File: src/design/cbi_pkg.sv
// Types, constants and the radius table of the bond inference core.
package cbi_pkg;

  localparam int COORD_W = 24;
  localparam int RADIUS_W = 8;
  localparam int SCALE_W = 12;
  localparam int OUT_IDX_W = 6;
  localparam int ZNUM_W = 7;
  localparam logic [SCALE_W-1:0] SCALE_RESET = 12'd307;
  localparam logic [RADIUS_W-1:0] RADIUS_DEFAULT = 8'd99;

  typedef struct packed {
    logic                      first_of_molecule;
    logic signed [COORD_W-1:0] x_coord;
    logic signed [COORD_W-1:0] y_coord;
    logic signed [COORD_W-1:0] z_coord;
    logic [ZNUM_W-1:0]         element_number;
  } cbi_req_t;

  typedef struct packed {
    logic [OUT_IDX_W-1:0] earlier_index;
    logic [OUT_IDX_W-1:0] new_index;
    logic                 last_bond;
  } cbi_res_t;

  typedef struct packed {
    logic signed [COORD_W-1:0] x;
    logic signed [COORD_W-1:0] y;
    logic signed [COORD_W-1:0] z;
    logic [RADIUS_W-1:0]       radius;
  } cbi_atom_t;

  typedef struct packed {
    logic in_flight;
  } cbi_cmp_status_t;

  typedef enum logic [1:0] {
    ST_IDLE,
    ST_SCAN,
    ST_DRAIN
  } cbi_state_t;

  // Covalent radius in units of 1/128 angstrom; potassium saturates.
  function automatic logic [RADIUS_W-1:0] radius_of(input logic [ZNUM_W-1:0] z);
    logic [RADIUS_W-1:0] r;
    unique case (z)
      7'd1:    r = 8'd40;
      7'd5:    r = 8'd108;
      7'd6:    r = 8'd97;
      7'd7:    r = 8'd91;
      7'd8:    r = 8'd84;
      7'd9:    r = 8'd73;
      7'd11:   r = 8'd212;
      7'd12:   r = 8'd180;
      7'd14:   r = 8'd142;
      7'd15:   r = 8'd137;
      7'd16:   r = 8'd134;
      7'd17:   r = 8'd131;
      7'd19:   r = 8'd255;
      7'd20:   r = 8'd225;
      7'd25:   r = 8'd178;
      7'd26:   r = 8'd169;
      7'd27:   r = 8'd161;
      7'd28:   r = 8'd159;
      7'd29:   r = 8'd169;
      7'd30:   r = 8'd156;
      7'd33:   r = 8'd152;
      7'd34:   r = 8'd154;
      7'd35:   r = 8'd154;
      7'd53:   r = 8'd178;
      default: r = RADIUS_DEFAULT;
    endcase
    return r;
  endfunction

endpackage

File: src/design/cbi_cell.sv
// One storage cell of the atom ring: loads a new atom or takes its neighbor's.
module cbi_cell (
  input  logic              clk,
  input  logic              load,
  input  logic              shift,
  input  cbi_pkg::cbi_atom_t load_atom,
  input  cbi_pkg::cbi_atom_t shift_in,
  output cbi_pkg::cbi_atom_t atom
);
  import cbi_pkg::*;

  always_ff @(posedge clk) begin
    if (load) begin
      atom <= load_atom;
    end else if (shift) begin
      atom <= shift_in;
    end
  end

endmodule

File: config.mk
export PLATFORM = sky130hd
export DESIGN_NAME = cbi_cell
export DESIGN_NICKNAME = d
export VERILOG_FILES = /design/src/design/cbi_pkg.sv /design/src/design/cbi_cell.sv
export SDC_FILE = /design/constraint.sdc
export NUM_CORES = 1
export LEC_CHECK = 0
export BUFFER_PORTS_ARGS = -buffer_cell sky130_fd_sc_hd__clkbuf_2
export CORE_ASPECT_RATIO = 0.8
export CORE_MARGIN = 1.5
export CORE_UTILIZATION = 30
export DETAILED_ROUTE_END_ITERATION = 6
export GPL_TIMING_DRIVEN = 0
export PLACE_DENSITY = 0.59
export SLEW_MARGIN = 20
export SYNTH_ARGS = -nofsm -noshare
export SYNTH_HDL_FRONTEND = slang
export SYNTH_SLANG_ARGS = --single-unit
File: constraint.sdc
create_clock -name clk -period 4.3 [get_ports clk]
set_clock_uncertainty 0.2 [all_clocks]
set_input_delay 0.43 -clock clk [delete_from_list [all_inputs] [get_ports clk]]
set_output_delay 0.43 -clock clk [all_outputs]
set_load 0.02 [all_outputs]
# Yosys cells after proc, flatten, opt, wreduce, memory -nomap -nowiden
# Cells that the tools add are included.
# totals
input_bits	163
ff_bits	80
elab_cells	7
out_inout_bits	80
# classes
reduce_logical	1
n_mux	2
# ops
op	n
80-bit two-way mux	2
2-bit nonzero test	1

# Longest topological paths before layout
# logic_depth
word_depth	2
ltp_mapped	3
ltp_nobuf	1

# Least setup slack after synthesis
# OpenSTA, ideal clock, no wires.
# synth_timing
path_type	in2reg
from	in load
to	reg atom[0] (netlist bit), enable pin
setup_slack_ns	1.100
t_arrival_ns	2.557
cell_stages	3
setup_ns	0.443
path_cell_list	buf_6 buf_12 or2_1
# synth_via
elab_chain_len	1
# synth_lines
element	line	text
start: declaration	cbi_cell.sv:4	input logic load,
2-bit nonzero test (no source line)	-	
end signal: assignment	cbi_cell.sv:14	atom <= load_atom;
end signal: assignment	cbi_cell.sv:16	atom <= shift_in;
end: declaration	cbi_cell.sv:8	output cbi_pkg::cbi_atom_t atom
# Every way passes these cells.
# A chain may end at the register's enable or synchronous reset.

# Worst setup path in the final report
# layout_timing
from	in load
to	reg atom[15] (netlist bit), enable pin
# The elaborated chain is that of the path after synthesis.

==> run summary <==
### Power and ir drop
* **Total Power Consumption** 0.002247 W
* **peak supply drop** 0.1785 mV
* **power per cell area** 405.3 mW/mm^2
* **P_leak** 2.722 nW

### Layout
* **max FFs per register** 80
* **Diodes inserted** 0
* **layout overhead on the synthesized area** 46.77%
* **Reg with most FFs** atom
* **end-of-flow core utilization** 45.42%
* **share of cells above drive strength 1** 80.99%
* **final net count** 586
* **final instance area** 0.005544 sq mm
* **Regs by FF count** atom (80)

### Place
* **area of placed instances** 0.005220 sq mm
* **last weighted congestion value of the routability-driven placer** 0.7184
* **total half-perimeter wirelength after legalization and detailed placement** 6728 microns
* **# port buffers** 241

### Synth
* **leading post-synthesis cells by instance count** edfxtp_1 (80), mux2_4 (79), buf_12 (8)
* **post-synthesis instance area** 0.003777 sq mm
* **Most used DFF post-synth** edfxtp_1
* **net count after synthesis** 333
* **post-synthesis average cell area** 22.22 sq um
* **most frequent cell after synthesis** edfxtp_1
* **sequential cell area fraction in the yosys report** 63.60%
* **number of library cell types mapped by synthesis** 6
* **Warnings, synthesis** 0
* **count of flip-flops with a built-in enable after synthesis** 80
* **Cells after Synth** 170
* **async set-or-reset flop fraction in the synthesized netlist** 0%
* **number of synthesized register bits** 80
* **share of Yosys cell area claimed by the top area cell type** 63.60%
* **top post-synthesis cells by area** edfxtp_1 (64%), mux2_4 (31%), buf_12 (4.2%), buf_6 (0.30%), mux2_2 (0.30%)
* **Synth area leader** edfxtp_1

### Route
* **number of remaining DRC errors** 0
* **wire length after detailed routing** 8501 microns
* **routed len/inst** 14.24 microns
* **router iterations before antenna repair** 4
* **First DRT Iteration DRCs** 41
* **remaining antenna violation count** 0
* **vias per cell** 4.054
* **total via count after detailed routing** 2,420

### Timing
* **Rel. slew slack** 61.30%
* **Final setup violation count** 0
* **Setup TNS Final** 0 ps
* **RSZ-0062 raised after global routing** no
* **worst hold slack** 198.6 ps
* **portion of the clock cycle consumed by the worst path in the final layout** 42.55%
* **top achievable clock speed** 0.5465 GHz
* **Worst Tran Pin Value** 580.6 ps
* **number of failing hold endpoints at the final stage** 0
* **Final Slew Violations** 0
* **crit path time final** 1830 ps

### Worst setup path
* **Setup crit start kind** input port
* **Req. time, crit path** 4110 ps
* **critical-path cell list** buf_6, buf_12, or2_4, buf_12
* **critical path data arrival time** 1640 ps
* **cell family contributing the most delay on the critical path** buffers and inverters
* **largest driver fanout on the critical path** 41
* **largest stage delay on the critical path** 490 ps
* **Crit path top cell by count** buf_12
* **critical-path cell with the highest stage delay** or2_4
* **kind of critical path** in -> reg
* **Critical path buffers and inverters** 3
* **kind of end point of the critical path** flop

### Die
* **CORE AREA** 0.01221 sq mm
* **Die X-Extent** 128.5 microns
* **Total Die Area** 0.01328 sq mm
* **Initial Util** 30.95%
* **Rows** 36
* **I/O pin count** 243
* **die span in y** 103.4 microns

### CTS
* **cts bufs inserted** 9
* **maximum level of the CTS H-tree** 3
* **maximum number of buffers from clock root to sink** 2
* **number of cells upsized or downsized after cts** 0
* **clk sink count** 80
* **cell chosen for the clock root** clkbuf_16
* **TritonCTS clock tree** done
* **number of setup buffers added after CTS** 0
* **hold-fix buffer count after cts** 0
* **clock-pin slew on the worst setup and hold paths** 60 ps

### Run status
* **result of the run** complete, no violations

### Run
* **number of max-cap violations** 0

### Global routing
* **number of global-route vias before repair** 2,389
* **overall fraction of global-route tracks in use** 12.65%
* **largest net degree at the start of global routing** 42
* **wire length of the first global-routing pass** 12,210 microns
* **Congestion Overflow GR** 0
* **initial antenna violation count** 0

### Min path
* **worst min path class** in -> reg

-- metrics by stage --
stage | instances | setup WS [ps]
3_3_place_gp | 582 | 248.1
3_5_place_dp | 583 | 2072
6_report | 597 | 2470
5_1_grt | 597 | 2374
4_1_cts | 597 | 2435
2_1_floorplan | 170 | 1100
-- layer usage --
| metal | wire length (microns) | track usage, % |
|---|---|---|
| met1 | 3330 | 14.31 |
| met2 | 4051 | 20.39 |
| met3 | 956 | 6.019 |
| met4 | 162 | 6.223 |
| met5 | 0 | 0 |
-- cell type report --
class	instances	area [sq um]
Buffer	9	171.4
Clock buffer	10	229.0
Clock inverter	4	95.09
Fill cell	1117	6663
Multi-Input combinational cell	81	1206
Sequential cell	80	2402
Tap cell	171	214.0
Timing Repair Buffer	242	1226
-- logic make-up (layout without fill, tap and decap cells) --
family | after synthesis | in the layout | share of synthesized area [%]
simple gates | 1 | 1 | 0.1657
buf+inv | 9 | 265 | 4.538
flops | 80 | 80 | 63.60
mux | 80 | 80 | 31.70
-- report_power, final --
group          total [W]  internal (W)  switching, W
logic           0.000429      0.000209      0.000221
clock network   0.000836      0.000559      0.000277
registers       0.000981      0.000959     0.0000227
-- worst paths after layout --
kind / start / endpoint / slack, ps / cells after the start
max: load / atom[15] / 2470 / 4
min: shift_in[0] / atom[0] / 200 / 2
-- cells in the final DEF, fill, tap and decap left out --
cell type,n
buf_12,9
buf_6,1
bufinv_16,3
clkbuf_1,1
clkbuf_16,9
clkbuf_2,241
clkinv_2,1
edfxtp_1,80
mux2_2,1
mux2_4,79
or2_4,1
Power figures use the tool's default switching activity.
